==> config.mk <==
export PLATFORM = sky130hd
export DESIGN_NAME = sba_ctrl
export DESIGN_NICKNAME = d
export VERILOG_FILES = /design/src/rtl/sba_pkg.sv /design/src/rtl/sba_ctrl.sv
export SDC_FILE = /design/constraint.sdc
export NUM_CORES = 1
export LEC_CHECK = 0
export ABC_AREA = 1
export BUFFER_PORTS_ARGS = -buffer_cell sky130_fd_sc_hd__buf_2
export CAP_MARGIN = 20
export CORE_AREA = 3 3 40 42
export CTS_CLUSTER_DIAMETER = 100
export DETAILED_ROUTE_END_ITERATION = 6
export DIE_AREA = 0 0 43 45
export PLACE_DENSITY = 0.71
export SYNTH_ARGS = -nofsm -noshare
export SYNTH_HDL_FRONTEND = slang
export SYNTH_SLANG_ARGS = --single-unit
==> constraint.sdc <==
create_clock -name clk -period 2.2 [get_ports clk]
set_input_delay 0.11 -clock clk [delete_from_list [all_inputs] [get_ports clk]]
set_output_delay 0.11 -clock clk [all_outputs]
set_load 0.02 [all_outputs]
==> src/rtl/sba_pkg.sv <==
// sba_pkg: shared types and constants for the sector bitmap allocator
`timescale 1ns / 1ps
`default_nettype none
package sba_pkg;

  localparam int MAX_HEADS   = 8;
  localparam int MAX_TRACKS  = 64;
  localparam int MAX_SECTORS = 64;
  localparam int WORD_BITS   = 64;
  localparam int WORDS       = MAX_HEADS * MAX_TRACKS * MAX_SECTORS / WORD_BITS;
  localparam int ADDR_W      = $clog2(WORDS);
  localparam int BIT_W       = $clog2(WORD_BITS);

  localparam logic [1:0] CMD_MARK_USED = 2'd0;
  localparam logic [1:0] CMD_MARK_FREE = 2'd1;
  localparam logic [1:0] CMD_SEARCH_SM = 2'd2;
  localparam logic [1:0] CMD_SEARCH_CY = 2'd3;

  localparam logic [1:0] ST_OK      = 2'd0;
  localparam logic [1:0] ST_NO_FREE = 2'd1;
  localparam logic [1:0] ST_RANGE   = 2'd2;

  localparam logic [1:0] REG_HEADS   = 2'd0;
  localparam logic [1:0] REG_TRACKS  = 2'd1;
  localparam logic [1:0] REG_SECTORS = 2'd2;
  localparam logic [1:0] REG_STRIDE  = 2'd3;

  typedef struct packed {
    logic [1:0]  command;
    logic [14:0] sector_id;
  } request_t;

  typedef struct packed {
    logic [1:0]  status;
    logic [14:0] found_sector;
  } result_t;

  typedef enum logic [3:0] {
    OP_NONE,
    OP_CLEAR,
    OP_LOAD,
    OP_TOTAL,
    OP_DEC_H,
    OP_DEC_T,
    OP_INIT,
    OP_READ,
    OP_WRITE,
    OP_ADVANCE,
    OP_RESULT
  } dp_op_t;

  typedef struct packed {
    dp_op_t     op;
    logic [1:0] res_status;
    logic       res_found;
  } dp_ctl_t;

  typedef struct packed {
    logic [1:0] cmd;
    logic       clr_last;
    logic       range_bad;
    logic       dec_h_done;
    logic       dec_t_done;
    logic       bit_used;
    logic       last_cand;
  } dp_stat_t;

endpackage
`default_nettype wire

==> src/rtl/sba_ctrl.sv <==
// sba_ctrl: command sequencer for the sector bitmap allocator
`timescale 1ns / 1ps
`default_nettype none
module sba_ctrl import sba_pkg::*; (
  input  wire logic clk,
  input  wire logic rst,
  input  wire logic start,
  input  dp_stat_t  stat,
  output dp_ctl_t   ctl,
  output logic      busy
);

  typedef enum logic [3:0] {
    S_CLEAR,
    S_IDLE,
    S_TOTAL,
    S_DISPATCH,
    S_MRD,
    S_MWR,
    S_DECH,
    S_DECT,
    S_SRD,
    S_CHK,
    S_RESULT
  } state_t;

  state_t     state, state_next;
  logic [1:0] res_status, res_status_next;
  logic       res_found, res_found_next;
  dp_op_t     op;

  always_comb begin
    state_next      = state;
    res_status_next = res_status;
    res_found_next  = res_found;
    op              = OP_NONE;
    case (state)
      S_CLEAR: begin
        op = OP_CLEAR;
        if (stat.clr_last) begin
          state_next = S_IDLE;
        end
      end
      S_IDLE: begin
        if (start) begin
          op         = OP_LOAD;
          state_next = S_TOTAL;
        end
      end
      S_TOTAL: begin
        op         = OP_TOTAL;
        state_next = S_DISPATCH;
      end
      S_DISPATCH: begin
        res_found_next = 1'b0;
        if (stat.cmd == CMD_SEARCH_SM) begin
          state_next = S_SRD;
        end else if (stat.range_bad) begin
          res_status_next = ST_RANGE;
          state_next      = S_RESULT;
        end else if (stat.cmd == CMD_SEARCH_CY) begin
          state_next = S_DECH;
        end else begin
          state_next = S_MRD;
        end
      end
      S_MRD: begin
        op         = OP_READ;
        state_next = S_MWR;
      end
      S_MWR: begin
        op              = OP_WRITE;
        res_status_next = ST_OK;
        state_next      = S_RESULT;
      end
      S_DECH: begin
        if (stat.dec_h_done) begin
          state_next = S_DECT;
        end else begin
          op = OP_DEC_H;
        end
      end
      S_DECT: begin
        if (stat.dec_t_done) begin
          op         = OP_INIT;
          state_next = S_SRD;
        end else begin
          op = OP_DEC_T;
        end
      end
      S_SRD: begin
        op         = OP_READ;
        state_next = S_CHK;
      end
      S_CHK: begin
        if (!stat.bit_used) begin
          res_status_next = ST_OK;
          res_found_next  = 1'b1;
          state_next      = S_RESULT;
        end else if (stat.last_cand) begin
          res_status_next = ST_NO_FREE;
          state_next      = S_RESULT;
        end else begin
          op         = OP_ADVANCE;
          state_next = S_SRD;
        end
      end
      S_RESULT: begin
        op         = OP_RESULT;
        state_next = S_IDLE;
      end
      default: state_next = S_IDLE;
    endcase
  end

  always_ff @(posedge clk) begin
    if (rst) begin
      state      <= S_CLEAR;
      res_status <= ST_OK;
      res_found  <= 1'b0;
    end else begin
      state      <= state_next;
      res_status <= res_status_next;
      res_found  <= res_found_next;
    end
  end

  assign busy           = (state != S_IDLE);
  assign ctl.op         = op;
  assign ctl.res_status = res_status;
  assign ctl.res_found  = res_found;

  a_mwr_after_mrd: assert property (@(posedge clk) disable iff (rst)
    (state == S_MWR) |-> ($past(state) == S_MRD))
    else $error("bitmap write without preceding read");

  a_chk_after_read: assert property (@(posedge clk) disable iff (rst)
    (state == S_CHK) |-> ($past(state) == S_SRD))
    else $error("candidate check without fresh read");

  a_found_is_free: assert property (@(posedge clk) disable iff (rst)
    (state == S_RESULT && res_found) |-> (res_status == ST_OK && !stat.bit_used))
    else $error("found sector is not free");

endmodule
`default_nettype wire

## After elaboration in Yosys (flattened, before gate mapping)

Index checks and enable logic that the tools add are counted.

| storage, ports and cells | value |
|---|---|
| register bits after elaboration | 7 |
| input bits | 11 |
| output and inout port bits | 8 |
| logic and storage cells | 54 |

| operators by class | value |
|---|---|
| equal/unequal tests | 21 |
| muxes and demuxes | 23 |
| reductions and logical operators | 7 |

Operators by type and width:

| operator | count |
|---|---|
| case mux 4 bit (10 select lines) | 1 |
| case mux 4 bit (9 select lines) | 1 |
| 2-to-1 mux 4 bit | 8 |
| 2-to-1 mux 2 bit | 9 |
| equality test 4 x 3 -> 1 bit (second input constant) | 4 |
| inequality test 2 bit (second input constant) | 7 |
| equality test 4 bit (second input constant) | 3 |
| equality test 4 x 2 -> 1 bit (second input constant) | 2 |
| AND reduction 4 bit | 2 |
| case mux 2 bit (3 select lines) | 1 |
| equality test 2 bit (second input constant) | 2 |
| equality test 4 x 1 -> 1 bit (second input constant) | 1 |
| logical NOT 4 bit | 1 |
| inequality test 4 x 1 -> 1 bit (second input constant) | 1 |
| 2-to-1 mux 3 bit | 1 |
| inequality test 3 bit (second input constant) | 1 |
| nonzero test 3 bit | 1 |
| case mux 1 bit (2 select lines) | 1 |
| AND reduction 2 bit | 1 |
| nonzero test 2 bit | 1 |
| OR reduction 2 bit | 1 |
| 2-to-1 mux 1 bit | 1 |

## Longest topological paths before layout

Gate-level depths: netlist (run 1).

| logic depth | value |
|---|---|
| word-level depth | 5 |
| depth in mapped cells | 8 |

## Least setup slack after synthesis (run 1)

No wires, ideal clock.

| timing | value |
|---|---|
| path type | flip-flop to output port |
| start | register state[0] |
| end | output port ctl[4] (netlist bit) |
| arrival | 1.274 ns |
| required time | 2.090 ns |
| path slack | 0.816 ns |
| stages on the path, launching flop included | 5 |
| path through | dfxtp_1 -> inv_2 -> nor2_4 -> nand2_1 -> o2111ai_1 |

RTL lines:

| what | line | source |
|---|---|---|
| start, declared | sba_ctrl.sv:27 | `state_t state, state_next;` |
| start signal, assigned | sba_ctrl.sv:122 | `state <= state_next;` |
| end, declared | sba_ctrl.sv:9 | `output dp_ctl_t ctl,` |

==> flow_summary.toml, run 1 <==
[synthesis]
synth-compound-area-share = 0.152
syn_inst = 96
syn_avg_cell_area_sq_um = 6.09
yosysTopAreaCell = "dfxtp_1"
synthMuxAreaShare = 0
synthSimpleGateAreaFrac = 0.499
syn_nets = 107
ys_ff_latch = 7
netlist.area_leader.share = 0.240
synth_cell_type_count = 20
synth_xor_area_frac = 0
synth_top_family_by_area = "simple AND/OR/NAND/NOR gates"
ys_seq_area_frac = 0.240
mappedNetlistArea_sq_um = 584
synth_area_leaders = "dfxtp_1 24%, nand2_1 18%, inv_1 9.0%"
synth_warnings = 0
synthAdderAreaFrac = 0

[clock_network]
cts_tree = "built"
ctsResizeCount = 0
ctsHoldBuffers = 0
cts_buffer_depth = 2
cts_buffers = 3
clock_sinks = 7
insertion_delay_ns = 0.26
cts-root-buf = "clkbuf_4"
clk_pin_slew_worst_paths_ns = 0.06
cts_setup_buffers = 0
h-tree-depth = 1

[setup_path]
critPathRequiredTime_ns = 2.09
critPathSlowestCell = "dfxtp_1"
worst_setup_path_end_kind = "output port"
worstSetupPathType = "flip-flop to output port"
crit_chain = "inv_1 > nor2_1 > nand4_4 > o2111ai_1 > buf_2"
r2r_start = "state[1]"
path_max_fanout = 6
ff2ff_setup_slack_ns = 0.92
critPathArrivalTime_ns = 1.49
cp-startpoint = "state[3]"
cp_slowest_stage_delay_ns = 0.37
cp_top_family = "simple AND/OR/NAND/NOR gates"
startpoint_type = "flip-flop"
critPathBufInv = 2

[pwr]
comb_power_share = 0.290
leakagePower_nw = 0.384
max-vdd-ir-drop_mv = 0.384
p_clk_frac = 0.328
seq_power_share = 0.382
p_sw_frac = 0.352
power_density_nw_per_um2 = 525
p_sw_mw = 0.132
power.internal_mw = 0.242

[cells_and_area]
fin_area_sq_um = 712
nets = 129
antenna_cells = 0
fillers = 127
mostFrequentLayoutCells = "28 x nand2_1, 18 x buf_2, 14 x inv_1"
layout-drive-gt1-share = 0.265
syn_to_final_growth_pct = 21.8
final_common_cell = "nand2_1"

[floorplan]
die_width_um = 43
initial_utilization = 0.455
die_h_um = 45
io-pin-count = 19
dieArea_sq_um = 1940
coreArea_sq_um = 1280
rows = 13

[drt]
ant_nets = 0
drtIter0Drc = 26
wl_per_cell_um = 10.9
totalWireLength_mm = 1.43
vias_per_cell = 5.00
first_pass_iters = 4
drc = 0
vias = 660

[timing]
setup_slack_ns = 0.596
period_share = 0.729
max_freq_ghz = 0.623
finalHoldViolCount = 0
finClkSkew_ns = 0.00137
worst_pin_slew_ns = 0.301
maxSlewViolCount = 0
relSlewSlack = 0.798
setup_viol = 0
fin_tns_setup_ns = 0
rsz0062_at_grt = "false"
post-route-min-period_ns = 1.60

[global_routing]
grtUsageTotal = 0.161
grt_pass1_vias = 575
overflow = 0
grt_pass1_wl_mm = 2.30
grt_antenna_before_repair = 0
grt_max_degree = 8

[placed_design]
place_congestion = 0.833
dp_worst_setup_slack_ns = 0.893
io_buffers = 18
place_area_sq_um = 686
hpwl_mm = 1.16

[run]
cap_violations = 0

[min_path]
hp-start = "rst"
hold_path_class = "primary input to flip-flop"

[outcome]
status = "complete, no violations"
==> worst paths after layout <==
path | end | depth (start not counted)
worst max-delay path | ctl[3] | 5
worst max register to register | state[3] | 7
worst min register to register | res_found | 2
worst min-delay path | state[1] | 2
==> routing by layer <==
metal,vias to the layer above,routed length (um),global-route usage
met3,0,119,0.0837
met1,286,642,0.182
met2,25,671,0.272
li1,349,-,-
met4,0,0,0.0361
met5,-,0,0
==> Yosys cell counts, drive strengths merged <==
| library cell | number |
|---|---|
| nand4 | 1 |
| nand3 | 5 |
| o21ai | 3 |
| buf | 1 |
| o22ai | 1 |
| inv | 15 |
| a21oi | 7 |
| nor2 | 15 |
| dfxtp | 7 |
| nand2 | 32 |
| nor3 | 2 |
| o2111ai | 2 |
| o211ai | 2 |
| and2 | 1 |
| nand3b | 2 |
==> flip-flops by register name, summed over array words and instances, names as in the netlist <==
name and count:
res_status 2, state 4, res_found 1
==> cells by family after synthesis <==
group | Yosys count
flops | 7
compound gates | 15
buf+inv | 16
simple gates | 58
==> metrics by stage <==
stage	cells	power [mW]	hold WS, ns	util
final	132	0.373	0.0670	0.554
after global routing	132	0.397	0.0701	0.554
after CTS	132	0.373	0.0632	0.554
after detailed placement	128	0.253	0.334	0.534
after global placement	128	0.253	0.335	0.534
after floorplan	96	0.219	0.179	-
==> power groups by stage <==
stage | Combinational [mW] | Clock (mW) | Sequential [mW]
floorplan | 0.0743 | 0 | 0.145
global placement | 0.108 | 0 | 0.146
detailed placement | 0.108 | 0 | 0.145
CTS | 0.108 | 0.123 | 0.143
global route | 0.121 | 0.133 | 0.144
finish | 0.108 | 0.123 | 0.143
==> final cells by class <==
type	count	area, sq um	area share
flip-flops and latches	7	140	0.197
repair buffers	18	90.1	0.127
inverters	15	56.3	0.0791
well taps	15	18.8	0.0264
multi-input cells	73	380	0.534
clock buffers	4	26.3	0.0369
No activity file was read; power rests on OpenSTA's default activity.
==> inputs of run 2 (changes only) <==
Settings changed: CORE_AREA 3 3 40 42 to default, CORE_MARGIN from default to 3, CORE_UTILIZATION from default to 43, DIE_AREA 0 0 43 45 to default, PLACE_DENSITY 0.71 to 0.72.
Clock period 2.2 ns to 1.3 ns, I/O delays scaled along.
==> flow_summary.toml, run 2 (same netlist as run 1, synthesis figures left out) <==
[outcome]
status = "finished, violations left"
violations = "setup timing"

[clock_network]
cts_buffer_depth = 2
cts_buffers = 3
h-tree-depth = 1
cts-root-buf = "clkbuf_4"
clk_pin_slew_worst_paths_ns = 0.05
insertion_delay_ns = 0.26
clock_sinks = 7
cts_tree = "built"

[drt]
totalWireLength_mm = 1.91
drtIter0Drc = 31
vias_per_cell = 5.39
ant_nets = 0
first_pass_iters = 4
vias = 766
wl_per_cell_um = 13.5
drc = 0

[setup_path]
reg2reg_to = "state[1]"
critPathSlowestCell = "dfxtp_4"
ff2ff_setup_slack_ns = -0.04
r2r_start = "state[0]"
worst_setup_path_end_kind = "output port"
critPathArrivalTime_ns = 1.33
critPathRequiredTime_ns = 1.24
startpoint_type = "flip-flop"
cp_top_family = "flip-flops"
path_max_fanout = 4
r2r_cells = 9
critPathBufInv = 2
cp_slowest_stage_delay_ns = 0.40
crit_chain = "inv_6 > nor2_2 > nand4_4 > o211ai_1 > buf_4"
worstSetupPathType = "flip-flop to output port"

[timing]
rsz0062_at_grt = "true"
finClkSkew_ns = 0.00375
fin_tns_setup_ns = -0.262
relSlewSlack = 0.832
max_freq_ghz = 0.719
maxSlewViolCount = 0
period_share = 1.07
finalHoldViolCount = 0
setup_viol = 6
post-route-min-period_ns = 1.39
setup_slack_ns = -0.0901
worst_pin_slew_ns = 0.252

[min_path]
worstHoldEndpoint = "state[2]"
hp-start = "rst"
whs_path_depth = 2
hold_path_class = "primary input to flip-flop"

[pwr]
power_density_nw_per_um2 = 795
power.internal_mw = 0.457
p_sw_frac = 0.360
p_sw_mw = 0.257
comb_power_share = 0.367
leakagePower_nw = 0.470
seq_power_share = 0.347
max-vdd-ir-drop_mv = 0.588
p_clk_frac = 0.286

[floorplan]
io-pin-count = 19
die_h_um = 42.9
die_width_um = 42.9
dieArea_sq_um = 1840
coreArea_sq_um = 1190
initial_utilization = 0.493
rows = 12

[global_routing]
grt_pass1_wl_mm = 2.82
grt_pass1_vias = 679
overflow = 0
grt_max_degree = 8
grtUsageTotal = 0.203
grt_antenna_before_repair = 0

[cells_and_area]
syn_to_final_growth_pct = 54.0
layout-drive-gt1-share = 0.500
largest_reg_flops = 4
mostFrequentLayoutCells = "21 x nand2_1, 14 x buf_2, 14 x buf_4"
fin_area_sq_um = 900
final_common_cell = "nand2_1"
antenna_cells = 0
fillers = 86
regMostFlops = "state"
nets = 140
reg.largest.list = "state: 4 flops, res_status: 2 flops, res_found: 1 flops"

[placed_design]
place_congestion = 0.913
io_buffers = 18
hpwl_mm = 1.20
place_area_sq_um = 706

[run]
cap_violations = 0
## run 2: layout make-up
class                   instances  area [sq um]  share of cell area
inverters                      15          63.8              0.0709
flip-flops and latches          7           155               0.172
well taps                      14          17.5              0.0195
multi-input cells              73           450               0.501
clock buffers                   4          26.3              0.0292
repair buffers                 29           186               0.207
## run 2: through the flow
stage          hold slack [ns]  utilization  worst slack (ns)  power (mW)  cells
2_1_floorplan            0.134            -            0.0768       0.374     96
3_3_place_gp             0.292        0.595            0.0217       0.442    129
3_5_place_dp             0.294        0.595            0.0226       0.444    129
4_1_cts                 0.0156        0.689           -0.0578       0.681    137
5_1_grt                 0.0333        0.758            -0.163       0.757    142
6_report                0.0184        0.758           -0.0901       0.715    142
## run 2: timing repair
| action | CTS | global route |
|---|---|---|
| gates cloned | 0 | 0 |
| hold buffers | 0 | 0 |
| setup endpoints to repair | 4 | 9 |
| buffers inserted | 4 | 5 |
| gates resized for setup | 23 | 14 |
| pin swaps | 2 | 4 |
## run 2: how the worst max path moves through the flow
stage	end	cells after the start	start	slack, ns
after floorplan	ctl[4]	4	state[0]	0.08
after global placement	state[3]	7	state[1]	0.02
after detailed placement	state[3]	7	state[1]	0.02
after CTS	ctl[4]	5	state[0]	-0.06
after global routing	ctl[6]	5	state[3]	-0.16
final	ctl[6]	5	state[3]	-0.09
## run 2: metal layers
metal,part of all wire,track usage
met3,0.10,0.0847
met2,0.48,0.320
met1,0.41,0.226
met4,0.014,0.118
met5,0,0
## run 2: power by group through the flow
stage | Combinational, mW | Clock [mW] | Sequential [mW]
3_5_place_dp | 0.199 | 0 | 0.245
4_1_cts | 0.228 | 0.209 | 0.244
5_1_grt | 0.285 | 0.222 | 0.250
3_3_place_gp | 0.197 | 0 | 0.244
2_1_floorplan | 0.130 | 0 | 0.245
6_report | 0.262 | 0.205 | 0.248
==> inputs of run 3 (changes only) <==
Settings changed: ABC_AREA 1 to default, CORE_UTILIZATION 43 to 44, PLACE_DENSITY 0.72 to 0.73.
==> flow_summary.toml, run 3 <==
[synthesis]
syn_nets = 96
synth_cell_type_count = 34
syn_inst = 85
synth_area_leaders = "dfxtp_1 23%, nand2b_1 8.2%, a21oi_1 4.9%"
synth_common_cells = "8 x nand2b_1, 8 x nor2_1, 7 x dfxtp_1"
netlist.area_leader.share = 0.230
ys_seq_area_frac = 0.230
ys.flop_type = "dfxtp_1"
mappedNetlistArea_sq_um = 611
ys_async_sr_fraction = 0
yosysTopAreaCell = "dfxtp_1"
synth_warnings = 0
ys_ff_latch = 7
syn_avg_cell_area_sq_um = 7.18
synth_edf_count = 0

[cells_and_area]
regArea_sq_um = 155
antenna_cells = 0
largest_reg_flops = 4
final_common_cell = "buf_4"
syn_to_final_growth_pct = 80.5
reg.largest.list = "state: 4 flops, res_status: 2 flops, res_found: 1 flops"
regMostFlops = "state"
nets = 139
layout-drive-gt1-share = 0.606
layout.cells.non_filler = 141
mostFrequentLayoutCells = "23 x buf_4, 14 x buf_2, 6 x nand2b_1, 6 x buf_6"
fillers = 50
fin_area_sq_um = 1100
multi_input_area_sq_um = 547

[drt]
wl_per_cell_um = 21.2
first_pass_iters = 4
drtIter0Drc = 52
vias_per_cell = 6.44
totalWireLength_mm = 2.99
ant_nets = 0
drc = 0
vias = 908

[floorplan]
die_h_um = 43.3
dieArea_sq_um = 1870
io-pin-count = 19
coreArea_sq_um = 1200
die_width_um = 43.3
rows = 12
initial_utilization = 0.508

[min_path]
worstHoldEndpoint = "res_found"
hold_path_class = "primary input to flip-flop"
hp-start = "rst"
whs_path_depth = 2

[global_routing]
use_met3 = 0.0932
met2_usage = 0.440
grt_pass1_vias = 811
top_usage_layer = "met2"
grt_max_degree = 11
grtUsageTotal = 0.265
grt_pass1_wl_mm = 3.75
grt_antenna_before_repair = 0
use_met1 = 0.322
overflow = 0

[placed_design]
dp_cells = 127
io_buffers = 18
place_congestion = 0.875
hpwl_mm = 1.34
place_area_sq_um = 835
dp_worst_setup_slack_ns = -0.0851

[timing]
maxSlewViolCount = 0
max_freq_ghz = 0.675
fin_tns_setup_ns = -0.671
finalHoldViolCount = 0
rsz0062_at_grt = "true"
worst_pin_slew_ns = 0.280
finClkSkew_ns = 0.00592
post-route-min-period_ns = 1.48
period_share = 1.14
holdWs_ns = 0.0909
setup_viol = 9
setup_slack_ns = -0.181
relSlewSlack = 0.812

[clock_network]
cts_buffers = 3
insertion_delay_ns = 0.26
cts-root-buf = "clkbuf_4"
cts_buffer_depth = 2
h-tree-depth = 1
ctsHoldBuffers = 0
cts_tree = "built"
clk_pin_slew_worst_paths_ns = 0.05
clock_sinks = 7

[setup_path]
path_max_fanout = 9
startpoint_type = "flip-flop"
critPathArrivalTime_ns = 1.42
cp-startpoint = "state[1]"
worstSetupPathType = "flip-flop to output port"
ff2ff_setup_slack_ns = -0.05
worst_setup_path_end_kind = "output port"
critPathRequiredTime_ns = 1.24
r2r_cells = 6
reg2reg_to = "state[0]"
r2r_start = "state[2]"

[pwr]
power_density_nw_per_um2 = 592
max-vdd-ir-drop_mv = 0.753
leakagePower_nw = 0.479

[outcome]
status = "finished, violations left"
violations = "setup timing"

[run]
cap_violations = 0
[run 3: metrics by stage]
step | util | total power [mW]
after global routing | 0.918 | 0.683
final | 0.918 | 0.652
after CTS | 0.834 | 0.609
after detailed placement | 0.695 | 0.390
after global placement | 0.695 | 0.388
after floorplan | - | 0.322
[run 3: cells by family after synthesis]
family,share of synthesized area
AOI/OAI and AO/OA,0.316
buffers and inverters,0.0799
DFF,0.230
muxes,0.0492
and+or+nand+nor,0.326
[run 3: power by group]
| group | internal, mW | switching, mW | total [mW] |
|---|---|---|---|
| registers | 0.214 | 0.00985 | 0.224 |
| clock network | 0.117 | 0.0819 | 0.199 |
| logic | 0.114 | 0.114 | 0.229 |
[run 3: what timing repair did]
item,in CTS,in global routing
pin swaps,7,7
buffers inserted,6,5
setup endpoints to repair,10,12
gates resized for setup,31,23
[run 3: layout make-up]
class                           count  area share
Inverter                            3      0.0102
Clock buffer                        4      0.0238
Multi-Input combinational cell     68       0.496
Sequential cell                     7       0.141
Timing Repair Buffer               45       0.313
Tap cell                           14      0.0159
[run 3: worst max-delay path, cell delays in order (launching register included)]
cell	delay [ns]
dfxtp_4	0.38
buf_8	0.14
nand2_1	0.09
o21ba_2	0.23
o22ai_2	0.17
buf_6	0.15
[run 3: worst max path at each step]
stage | slack (ns) | cells after the start | endpoint
finish | -0.18 | 5 | ctl[3]
global placement | -0.09 | 4 | state[0]
detailed placement | -0.09 | 3 | state[0]
CTS | -0.09 | 5 | ctl[4]
global route | -0.20 | 5 | ctl[3]
floorplan | 0.06 | 5 | ctl[6]
[run 3: routing by layer]
layer  wire, um  vias to the layer above
met5          0                        -
met4        140                        0
met3        265                       15
met2       1500                       68
met1       1080                      428
li1           -                      397
